`config.mk`:
```
export PLATFORM = sky130hd
export DESIGN_NAME = dhcp_message_parser
export DESIGN_NICKNAME = d
export VERILOG_FILES = /design/src/hw/rtl/dmp_pkg.sv /design/src/hw/rtl/dmp_hdr_ram.sv /design/src/hw/rtl/dmp_step.sv /design/src/hw/rtl/dhcp_message_parser.sv
export VERILOG_INCLUDE_DIRS = /design/src /design/src/hw/rtl
export SDC_FILE = /design/constraint.sdc
export NUM_CORES = 1
export LEC_CHECK = 0
export BUFFER_PORTS_ARGS = -buffer_cell sky130_fd_sc_hd__buf_2
export CAP_MARGIN = 30
export CORE_UTILIZATION = 69
export CTS_BUF_LIST = sky130_fd_sc_hd__clkbuf_4
export DETAILED_ROUTE_END_ITERATION = 8
export GPL_TIMING_DRIVEN = 0
export PLACE_DENSITY = 0.85
export SETUP_SLACK_MARGIN = 0.2
export SLEW_MARGIN = 20
export SYNTH_ARGS = -nofsm -noshare
export SYNTH_HDL_FRONTEND = slang
export SYNTH_SLANG_ARGS = --single-unit
```
`constraint.sdc`:
```
create_clock -name clk_i -period 24.2 [get_ports clk_i]
set_clock_uncertainty 0.1 [all_clocks]
set_input_delay 4.84 -clock clk_i [delete_from_list [all_inputs] [get_ports clk_i]]
set_output_delay 4.84 -clock clk_i [all_outputs]
set_load 0.02 [all_outputs]
```
`src/hw/rtl/dhcp_message_parser_macros.svh`:
```
// ----------------------------------------------------------------------------
// DHCP message parser assertion macros
// Shared concurrent assertion forms, clocked on clk_i, quiet in reset.
// ----------------------------------------------------------------------------
`ifndef DHCP_MESSAGE_PARSER_MACROS_SVH
`define DHCP_MESSAGE_PARSER_MACROS_SVH

// Check an implication on every clock edge out of reset.
`define DMP_ASSERT(lbl, prop, msg) \
  lbl: assert property (@(posedge clk_i) disable iff (!rst_ni) (prop)) else $error(msg);

// Check that a condition leads to a consequence in the next cycle.
`define DMP_ASSERT_NEXT(lbl, ante, cons, msg) \
  lbl: assert property (@(posedge clk_i) disable iff (!rst_ni) (ante) |=> (cons)) \
    else $error(msg);

`endif

```
`src/hw/rtl/dmp_pkg.sv`:
```
// ----------------------------------------------------------------------------
// DHCP message parser package
// Types, constants and header layout shared by the parser modules.
// ----------------------------------------------------------------------------
`timescale 1ns / 1ps

package dmp_pkg;

  localparam int unsigned NUM_FIELDS   = 12;
  localparam int unsigned COOKIE_POS   = 236;
  localparam int unsigned LAST_HDR_POS = 239;
  localparam int unsigned HDR_LEN      = 240;
  localparam logic [7:0]  OPT_PAD      = 8'd0;
  localparam logic [7:0]  OPT_END      = 8'd255;
  localparam logic [7:0]  OPT_MSG_TYPE = 8'd53;

  typedef enum logic [1:0] {
    K_HDR       = 2'd0,
    K_OPT_START = 2'd1,
    K_OPT_DATA  = 2'd2,
    K_SUMMARY   = 2'd3
  } kind_e;

  typedef enum logic [1:0] {
    ST_OK         = 2'd0,
    ST_TRUNC      = 2'd1,
    ST_BAD_COOKIE = 2'd2
  } st_e;

  typedef enum logic [2:0] {
    PH_HEADER  = 3'd0,
    PH_CODE    = 3'd1,
    PH_LEN     = 3'd2,
    PH_DATA    = 3'd3,
    PH_DONE    = 3'd4,
    PH_DISCARD = 3'd5
  } ph_e;

  typedef enum logic [1:0] {
    SQ_RUN = 2'd0,
    SQ_HDR = 2'd1,
    SQ_SUM = 2'd2
  } seq_e;

  typedef struct packed {
    kind_e       kind;
    logic [3:0]  field_id;
    logic [47:0] field_value;
    logic [7:0]  option_code;
    logic [7:0]  option_length;
    logic [7:0]  data_byte;
    logic        option_complete;
    st_e         status;
    logic [7:0]  message_type;
    logic        type_seen;
    logic        option_cut;
    logic        last;
  } res_t;

  typedef struct packed {
    st_e        status;
    logic [7:0] mtype;
    logic       seen;
    logic       cut;
  } sum_t;

  typedef struct packed {
    logic        we;
    logic [3:0]  addr;
    logic [47:0] data;
  } hw_t;

  typedef struct packed {
    logic opt_valid;
    res_t opt;
    logic hdr_burst;
    sum_t sum;
  } step_t;

  typedef struct packed {
    logic       keep;
    logic [3:0] id;
    logic       first;
    logic       fin;
  } hf_t;

  function automatic hf_t hdr_field(logic [7:0] pos);
    hf_t        f;
    logic [7:0] rel;
    f   = '0;
    rel = pos - 8'd12;
    if (pos < 8'd4) begin
      f = '{keep: 1'b1, id: pos[3:0], first: 1'b1, fin: 1'b1};
    end else if (pos < 8'd8) begin
      f = '{keep: 1'b1, id: 4'd4, first: pos == 8'd4, fin: pos == 8'd7};
    end else if (pos < 8'd10) begin
      f = '{keep: 1'b1, id: 4'd5, first: pos == 8'd8, fin: pos == 8'd9};
    end else if (pos < 8'd12) begin
      f = '{keep: 1'b1, id: 4'd6, first: pos == 8'd10, fin: pos == 8'd11};
    end else if (pos < 8'd28) begin
      f = '{keep: 1'b1, id: 4'd7 + {2'b00, rel[3:2]},
            first: pos[1:0] == 2'd0, fin: pos[1:0] == 2'd3};
    end else if (pos < 8'd34) begin
      f = '{keep: 1'b1, id: 4'd11, first: pos == 8'd28, fin: pos == 8'd33};
    end
    return f;
  endfunction

  function automatic logic [7:0] cookie_byte(logic [1:0] idx);
    logic [7:0] c;
    unique case (idx)
      2'd0:    c = 8'h63;
      2'd1:    c = 8'h82;
      2'd2:    c = 8'h53;
      default: c = 8'h63;
    endcase
    return c;
  endfunction

  function automatic res_t mk_summary(sum_t s);
    res_t r;
    r              = '0;
    r.kind         = K_SUMMARY;
    r.status       = s.status;
    r.message_type = s.mtype;
    r.type_seen    = s.seen;
    r.option_cut   = s.cut;
    r.last         = 1'b1;
    return r;
  endfunction

endpackage

```
`src/hw/rtl/dmp_hdr_ram.sv`:
```
// ----------------------------------------------------------------------------
// DHCP header field store
// Twelve 48-bit fields, one write port, one registered read port.
// ----------------------------------------------------------------------------
`timescale 1ns / 1ps

module dmp_hdr_ram import dmp_pkg::*; (
  input  logic        clk_i,
  input  hw_t         wr_i,
  input  logic [3:0]  raddr_i,
  output logic [47:0] rdata_o
);

  logic [47:0] mem_q [NUM_FIELDS];
  logic [47:0] rdata_q;

  always_ff @(posedge clk_i) begin
    if (wr_i.we) begin
      mem_q[wr_i.addr] <= wr_i.data;
    end
    rdata_q <= mem_q[raddr_i];
  end

  assign rdata_o = rdata_q;

endmodule

```
`src/hw/rtl/dmp_step.sv`:
```
// ----------------------------------------------------------------------------
// DHCP parse step
// Per-byte parse state: header gathering, cookie check, option walk.
// ----------------------------------------------------------------------------
`timescale 1ns / 1ps

module dmp_step import dmp_pkg::*; (
  input  logic       clk_i,
  input  logic       rst_ni,
  input  logic       accept_i,
  input  logic [7:0] byte_value_i,
  input  logic       is_last_i,
  output step_t      step_o,
  output hw_t        wr_o
);

  logic [7:0]  pos_q, pos_d;
  ph_e         phase_q, phase_d;
  logic [7:0]  code_q, code_d;
  logic [7:0]  remain_q, remain_d;
  logic [7:0]  len_q, len_d;
  logic [7:0]  pend_q, pend_d;
  logic [7:0]  ctype_q, ctype_d;
  logic        found_q, found_d;
  st_e         status_q, status_d;
  logic [39:0] acc_q, acc_d;
  hf_t         hf;
  logic [47:0] fval;
  logic [7:0]  rem_dec;
  logic        ok;

  always_comb begin
    pos_d    = pos_q;
    phase_d  = phase_q;
    code_d   = code_q;
    remain_d = remain_q;
    len_d    = len_q;
    pend_d   = pend_q;
    ctype_d  = ctype_q;
    found_d  = found_q;
    status_d = status_q;
    acc_d    = acc_q;
    hf       = hdr_field(pos_q);
    fval     = hf.first ? {40'd0, byte_value_i} : {acc_q, byte_value_i};
    rem_dec  = remain_q - 8'd1;
    wr_o     = '0;
    step_o   = '0;
    step_o.opt.last = !is_last_i;

    unique case (phase_q)
      PH_HEADER: begin
        if (hf.keep) begin
          acc_d   = fval[39:0];
          wr_o.we = accept_i && hf.fin;
        end
        wr_o.addr = hf.id;
        wr_o.data = fval;
        if (pos_q >= 8'(COOKIE_POS) && pos_q <= 8'(LAST_HDR_POS)
            && byte_value_i != cookie_byte(pos_q[1:0])) begin
          status_d = ST_BAD_COOKIE;
        end
        if (pos_q == 8'(LAST_HDR_POS)) begin
          if (status_d == ST_OK) begin
            step_o.hdr_burst = 1'b1;
            phase_d          = PH_CODE;
          end else begin
            phase_d = PH_DISCARD;
          end
        end
        if (pos_q < 8'(HDR_LEN)) begin
          pos_d = pos_q + 8'd1;
        end
      end
      PH_CODE: begin
        if (byte_value_i == OPT_END) begin
          phase_d = PH_DONE;
        end else if (byte_value_i != OPT_PAD) begin
          code_d  = byte_value_i;
          phase_d = PH_LEN;
        end
      end
      PH_LEN: begin
        len_d                       = byte_value_i;
        remain_d                    = byte_value_i;
        step_o.opt_valid            = 1'b1;
        step_o.opt.kind             = K_OPT_START;
        step_o.opt.option_code      = code_q;
        step_o.opt.option_length    = byte_value_i;
        step_o.opt.option_complete  = byte_value_i == 8'd0;
        phase_d = (byte_value_i == 8'd0) ? PH_CODE : PH_DATA;
      end
      PH_DATA: begin
        if (remain_q == len_q && code_q == OPT_MSG_TYPE) begin
          pend_d = byte_value_i;
        end
        remain_d                    = rem_dec;
        step_o.opt_valid            = 1'b1;
        step_o.opt.kind             = K_OPT_DATA;
        step_o.opt.option_code      = code_q;
        step_o.opt.option_length    = len_q;
        step_o.opt.data_byte        = byte_value_i;
        step_o.opt.option_complete  = rem_dec == 8'd0;
        if (rem_dec == 8'd0) begin
          if (code_q == OPT_MSG_TYPE) begin
            ctype_d = pend_d;
            found_d = 1'b1;
          end
          phase_d = PH_CODE;
        end
      end
      default: begin
      end
    endcase

    step_o.sum.status = (phase_d == PH_HEADER) ? ST_TRUNC : status_d;
    ok                = step_o.sum.status == ST_OK;
    step_o.sum.mtype  = ok ? ctype_d : 8'd0;
    step_o.sum.seen   = ok && found_d;
    step_o.sum.cut    = ok && (phase_d == PH_LEN || phase_d == PH_DATA);
  end

  always_ff @(posedge clk_i or negedge rst_ni) begin
    if (!rst_ni) begin
      pos_q    <= '0;
      phase_q  <= PH_HEADER;
      code_q   <= '0;
      remain_q <= '0;
      len_q    <= '0;
      pend_q   <= '0;
      ctype_q  <= '0;
      found_q  <= 1'b0;
      status_q <= ST_OK;
    end else if (accept_i) begin
      if (is_last_i) begin
        pos_q    <= '0;
        phase_q  <= PH_HEADER;
        code_q   <= '0;
        remain_q <= '0;
        len_q    <= '0;
        pend_q   <= '0;
        ctype_q  <= '0;
        found_q  <= 1'b0;
        status_q <= ST_OK;
      end else begin
        pos_q    <= pos_d;
        phase_q  <= phase_d;
        code_q   <= code_d;
        remain_q <= remain_d;
        len_q    <= len_d;
        pend_q   <= pend_d;
        ctype_q  <= ctype_d;
        found_q  <= found_d;
        status_q <= status_d;
      end
    end
  end

  always_ff @(posedge clk_i) begin
    if (accept_i) begin
      acc_q <= acc_d;
    end
  end

endmodule

```
`src/hw/rtl/dhcp_message_parser.sv`:
```
// A DHCP message enters one byte per cycle, first byte first, with is_last_i
// on its final byte, while the input is not stalled. The input stalls while
// a held output word is stalled by out_stall_i; after the last cookie byte
// of a message with a good cookie, while the twelve header fields are read
// out of the header store one per cycle unless the output stalls (and the
// summary word is sent when that byte is also the last); and after a final
// byte that both yields an option result and ends the message, while the
// summary word is sent. The header store needs no clearing pass after reset.
// ----------------------------------------------------------------------------
// DHCP message parser
// Byte-stream DHCP/BOOTP parser: header fields, cookie check, option walk.
// ----------------------------------------------------------------------------
`timescale 1ns / 1ps
`include "dhcp_message_parser_macros.svh"

module dhcp_message_parser import dmp_pkg::*; (
  input  logic        clk_i,
  input  logic        rst_ni,
  input  logic        in_valid_i,
  output logic        in_stall_o,
  input  logic [7:0]  byte_value_i,
  input  logic        is_last_i,
  output logic        out_valid_o,
  input  logic        out_stall_i,
  output logic [1:0]  kind_o,
  output logic [3:0]  field_id_o,
  output logic [47:0] field_value_o,
  output logic [7:0]  option_code_o,
  output logic [7:0]  option_length_o,
  output logic [7:0]  data_byte_o,
  output logic        option_complete_o,
  output logic [1:0]  status_o,
  output logic [7:0]  message_type_o,
  output logic        type_seen_o,
  output logic        option_cut_o,
  output logic        last_o
);

  seq_e        seq_q, seq_d;
  logic [3:0]  idx_q, idx_d;
  logic        sum_pend_q, sum_pend_d;
  sum_t        sum_q, sum_d;
  logic        out_valid_q, out_valid_d;
  res_t        out_q, out_d;
  logic        out_free;
  logic        accept;
  logic [3:0]  idx_nx;
  logic [3:0]  raddr;
  logic [47:0] rdata;
  step_t       step;
  hw_t         wr;

  assign out_free   = !out_valid_q || !out_stall_i;
  assign in_stall_o = (seq_q != SQ_RUN) || !out_free;
  assign accept     = in_valid_i && !in_stall_o;
  assign idx_nx     = (idx_q == 4'(NUM_FIELDS - 1)) ? 4'd0 : idx_q + 4'd1;
  assign raddr      = (seq_q == SQ_HDR && out_free) ? idx_nx : idx_q;

  dmp_step u_step (
    .clk_i       (clk_i),
    .rst_ni      (rst_ni),
    .accept_i    (accept),
    .byte_value_i(byte_value_i),
    .is_last_i   (is_last_i),
    .step_o      (step),
    .wr_o        (wr)
  );

  dmp_hdr_ram u_hdr_ram (
    .clk_i  (clk_i),
    .wr_i   (wr),
    .raddr_i(raddr),
    .rdata_o(rdata)
  );

  always_comb begin
    seq_d       = seq_q;
    idx_d       = idx_q;
    sum_pend_d  = sum_pend_q;
    sum_d       = sum_q;
    out_valid_d = out_valid_q && out_stall_i;
    out_d       = out_q;

    unique case (seq_q)
      SQ_RUN: begin
        if (accept) begin
          if (step.hdr_burst) begin
            seq_d      = SQ_HDR;
            idx_d      = '0;
            sum_pend_d = is_last_i;
            sum_d      = step.sum;
          end else if (step.opt_valid) begin
            out_valid_d = 1'b1;
            out_d       = step.opt;
            if (is_last_i) begin
              seq_d = SQ_SUM;
              sum_d = step.sum;
            end
          end else if (is_last_i) begin
            out_valid_d = 1'b1;
            out_d       = mk_summary(step.sum);
          end
        end
      end
      SQ_HDR: begin
        if (out_free) begin
          out_valid_d       = 1'b1;
          out_d             = '0;
          out_d.kind        = K_HDR;
          out_d.field_id    = idx_q;
          out_d.field_value = rdata;
          out_d.last        = (idx_q == 4'(NUM_FIELDS - 1)) && !sum_pend_q;
          idx_d             = idx_nx;
          if (idx_q == 4'(NUM_FIELDS - 1)) begin
            seq_d = sum_pend_q ? SQ_SUM : SQ_RUN;
          end
        end
      end
      SQ_SUM: begin
        if (out_free) begin
          out_valid_d = 1'b1;
          out_d       = mk_summary(sum_q);
          seq_d       = SQ_RUN;
        end
      end
      default: begin
        seq_d = SQ_RUN;
      end
    endcase
  end

  always_ff @(posedge clk_i or negedge rst_ni) begin
    if (!rst_ni) begin
      seq_q       <= SQ_RUN;
      idx_q       <= '0;
      sum_pend_q  <= 1'b0;
      out_valid_q <= 1'b0;
    end else begin
      seq_q       <= seq_d;
      idx_q       <= idx_d;
      sum_pend_q  <= sum_pend_d;
      out_valid_q <= out_valid_d;
    end
  end

  always_ff @(posedge clk_i) begin
    sum_q <= sum_d;
    out_q <= out_d;
  end

  assign out_valid_o       = out_valid_q;
  assign kind_o            = out_q.kind;
  assign field_id_o        = out_q.field_id;
  assign field_value_o     = out_q.field_value;
  assign option_code_o     = out_q.option_code;
  assign option_length_o   = out_q.option_length;
  assign data_byte_o       = out_q.data_byte;
  assign option_complete_o = out_q.option_complete;
  assign status_o          = out_q.status;
  assign message_type_o    = out_q.message_type;
  assign type_seen_o       = out_q.type_seen;
  assign option_cut_o      = out_q.option_cut;
  assign last_o            = out_q.last;

  `DMP_ASSERT(a_wr_only_run, wr.we |-> seq_q == SQ_RUN, "header write outside run")
  `DMP_ASSERT(a_idx_idle, seq_q != SQ_HDR |-> idx_q == 4'd0, "field index left set")
  `DMP_ASSERT(a_sum_after_word, seq_q == SQ_SUM |-> out_valid_q, "summary without prior word")
  `DMP_ASSERT_NEXT(a_hdr_word, seq_q == SQ_HDR && out_free,
    out_valid_q && out_q.kind == K_HDR && out_q.field_id == $past(idx_q),
    "header word out of order")

endmodule
```
==> impl_metrics.json <==
{
  "io_buffer_count": 105,
  "dr_total_vias": 19600,
  "use_met1": 0.466,
  "busiest_layer": "met2",
  "root_buffer": "clkbuf_4",
  "cts_hold_buf": 0,
  "cts_max_path_buffers": 3,
  "reg2regPathDepth": 12,
  "clkTransAtPathRegs_ns": 0.06,
  "routedWlPerCell_microns": 27.4,
  "initial_core_util": 0.706,
  "peakVddDrop_v": 0.0000675,
  "min_period_ns": 10.93,
  "grt_pass1_wl_microns": 120000,
  "drive_gt1_frac": 0.304,
  "p_per_area_nw_per_um2": 80.5,
  "htree_levels": 4,
  "drtIter0Drc": 2594,
  "ant_nets": 0,
  "crit_required_ns": 19.26,
  "routed_wl_microns": 81300,
  "grt_pass1_vias": 20000,
  "cp_slowest_stage_delay_ns": 0.53,
  "synth_area_sq_um": 32300,
  "yosysSeqAreaShare": 0.747,
  "synth_seq_cells": 830,
  "endpoint": "in_stall_o",
  "rows": 78,
  "r2r_setup_slack_ns": 18.85,
  "r2r_end": "u_hdr_ram.mem_q[0][1]",
  "setup_tns_ns": 0,
  "multi_input_area_sq_um": 7790,
  "dp_hpwl_microns": 51700,
  "path_depth": 5,
  "synth_top_area_share": 0.669,
  "io_pins": 107,
  "cts.sinks": 830,
  "firstDrtPassIters": 6,
  "synth_area_per_cell_sq_um": 17.8,
  "ys.flop_type": "edfxtp_1",
  "critPathMaxFanout": 4,
  "crit_slowest_cell": "a21boi_0",
  "clock_latency_ns": 1.02,
  "synth_cell_type_count": 72,
  "drv_cap": 0,
  "syn_inst": 1815,
  "fillers": 2150,
  "path_cells": "buf_2 > a21boi_0 > clkbuf_2 > inv_1 > buf_2",
  "endpoint_kind": "output pin",
  "antenna_found_initial": 4,
  "worst_slew_pin_slew_ns": 1.06,
  "grt_max_degree": 57,
  "cts_resized": 0,
  "timing.rr.start": "u_step.pos_q[3]",
  "ys_top_cells_by_area": "edfxtp_1 (67%), mux4_2 (10%), dfrtp_1 (4.8%)",
  "post_cts_buffers": 0,
  "route.detailed.drc": 0,
  "cp_common_cell": "buf_2",
  "dpl.cell_count": 2606,
  "fin_nets": 2233,
  "final-setup-viol-count": 0,
  "synth_edf_count": 720,
  "yosysWarnings": 0,
  "final_cell_count_no_fill": 2968,
  "die-area_sq_um": 47700,
  "use_met2": 0.561,
  "syn_to_final_growth_pct": 15.3,
  "max_freq_mhz": 91.5,
  "max-slew-margin-rel": 0.294,
  "startpoint": "out_stall_i",
  "synth-async-reset-ratio": 0.0747,
  "syn_nets": 1846,
  "p_leak_nw": 13.5,
  "critical_path_class": "input pin to output pin",
  "grtUsageTotal": 0.354,
  "rsz0062_at_grt": "false",
  "cts-buffers-inserted": 191,
  "drv_slew": 0,
  "die_x_microns": 218,
  "cts_tree": "built",
  "finalCritPeriodShare": 0.452,
  "final_util": 0.814,
  "viasPerCell": 6.60,
  "gr-total-overflow": 0,
  "die_h_microns": 218,
  "start_kind": "input pin",
  "cp_data_arrival_time_ns": 5.99,
  "hold_viol": 0,
  "crit_family": "buffers and inverters",
  "cp_num_buf_inv": 4,
  "hp-class": "flip-flop to flip-flop",
  "coreArea_sq_um": 45800,
  "yosysTopAreaCell": "edfxtp_1",
  "ff_latch_area_sq_um": 24100,
  "globalplace.congestion": 0.910,
  "status": "complete, no violations",
  "grtUsageMet3": 0.0900
}
[routing by layer]
| layer | routed length, microns | share of wire | up-vias |
|---|---|---|---|
| li1 | - | - | 8022 |
| met4 | 3190 | 0.039 | 0 |
| met2 | 40100 | 0.49 | 1548 |
| met1 | 28600 | 0.35 | 9764 |
| met3 | 9470 | 0.12 | 259 |
| met5 | 0 | 0 | - |
[how the worst min path moves through the flow]
stage,start,to,slack [ns],cells after the start
6_report,u_hdr_ram.rdata_o[2],field_value_o[2],0.38,1
5_1_grt,u_hdr_ram.rdata_o[0],field_value_o[0],0.42,1
4_1_cts,u_step.ctype_q[1],u_step.ctype_q[1],0.39,2
3_5_place_dp,u_step.ctype_q[1],u_step.ctype_q[1],0.37,2
3_3_place_gp,u_step.ctype_q[1],u_step.ctype_q[1],0.36,2
2_1_floorplan,u_step.ctype_q[1],u_step.ctype_q[1],0.35,2
[where the power goes]
group          internal, W  switching, W
Sequential         0.00163     0.0000201
Combinational    0.0000575      0.000113
Clock             0.000629      0.000554
[cell usage after synthesis (4+ instances only)]
library cell,number
clkbuf_1,69
nor4_1,6
nand2b_1,14
and2_1,112
a22oi_1,50
nor2_1,68
mux4_2,144
mux2_2,11
inv_1,15
xor2_1,11
a31oi_1,7
nor3_1,18
a21oi_1,25
dfxtp_1,48
nand4_1,5
buf_6,4
buf_2,23
and3_1,46
xnor2_1,8
edfxtp_1,720
nand2_1,151
ha_1,18
o21ai_0,38
mux2i_1,19
nand3_1,15
o21ai_1,10
dfrtp_1,62
a22o_1,25
or3_1,4
[metrics by stage]
stage | area, sq um | hold WS (ns) | total power, W | worst slack (ns)
global route | 37300 | 0.416 | 0.00309 | 13.26
global placement | 33600 | 0.362 | 0.00182 | 5.08
floorplan | 32300 | 0.349 | 0.00176 | 10.82
detailed placement | 34600 | 0.373 | 0.00184 | 13.15
finish | 37300 | 0.383 | 0.00300 | 13.27
CTS | 37200 | 0.388 | 0.00300 | 13.13
[state kept, by name, indices dropped and copies added, names as in the netlist, 3 cells and up]
name               flops
u_step.pend_q          8
u_step.code_q          8
idx_q                  4
data_byte_o            8
u_step.phase_q         3
u_step.acc_q          40
u_hdr_ram.mem_q      576
u_step.pos_q           8
u_step.len_q           8
option_length_o        8
message_type_o         8
u_step.ctype_q         8
u_step.remain_q        8
field_value_o         48
u_hdr_ram.rdata_o     48
field_id_o             4
sum_q                 12
option_code_o          8
[cell families after synthesis]
group / synth area share
buffers and inverters: 0.0153
adder cells (fa/ha/maj): 0.00728
AND/OR/NAND/NOR: 0.0733
AO/OA/AOI/OAI: 0.0422
multiplexers: 0.110
flip-flops: 0.747
XOR/XNOR: 0.00515
[layout make-up]
class	count	share of cell area
sequential	830	0.648
multi-input combinational	870	0.209
clock buffer	300	0.0604
timing repair buffer	194	0.0385
tap	600	0.0201
buffer	100	0.0118
clock inverter	57	0.0107
inverter	15	0.00151
antenna	2	0.000134
[placed cells by master, fill, tap and decap left out, types with 61 or more instances in the layout]
cell	instances
buf_2	128
nand2_1	151
dfrtp_1	62
and2_1	112
buf_4	61
mux4_2	144
edfxtp_1	720
clkbuf_4	300
nor2_1	66
clkbuf_1	69
Note: power is estimated with default switching activity, not from simulation.
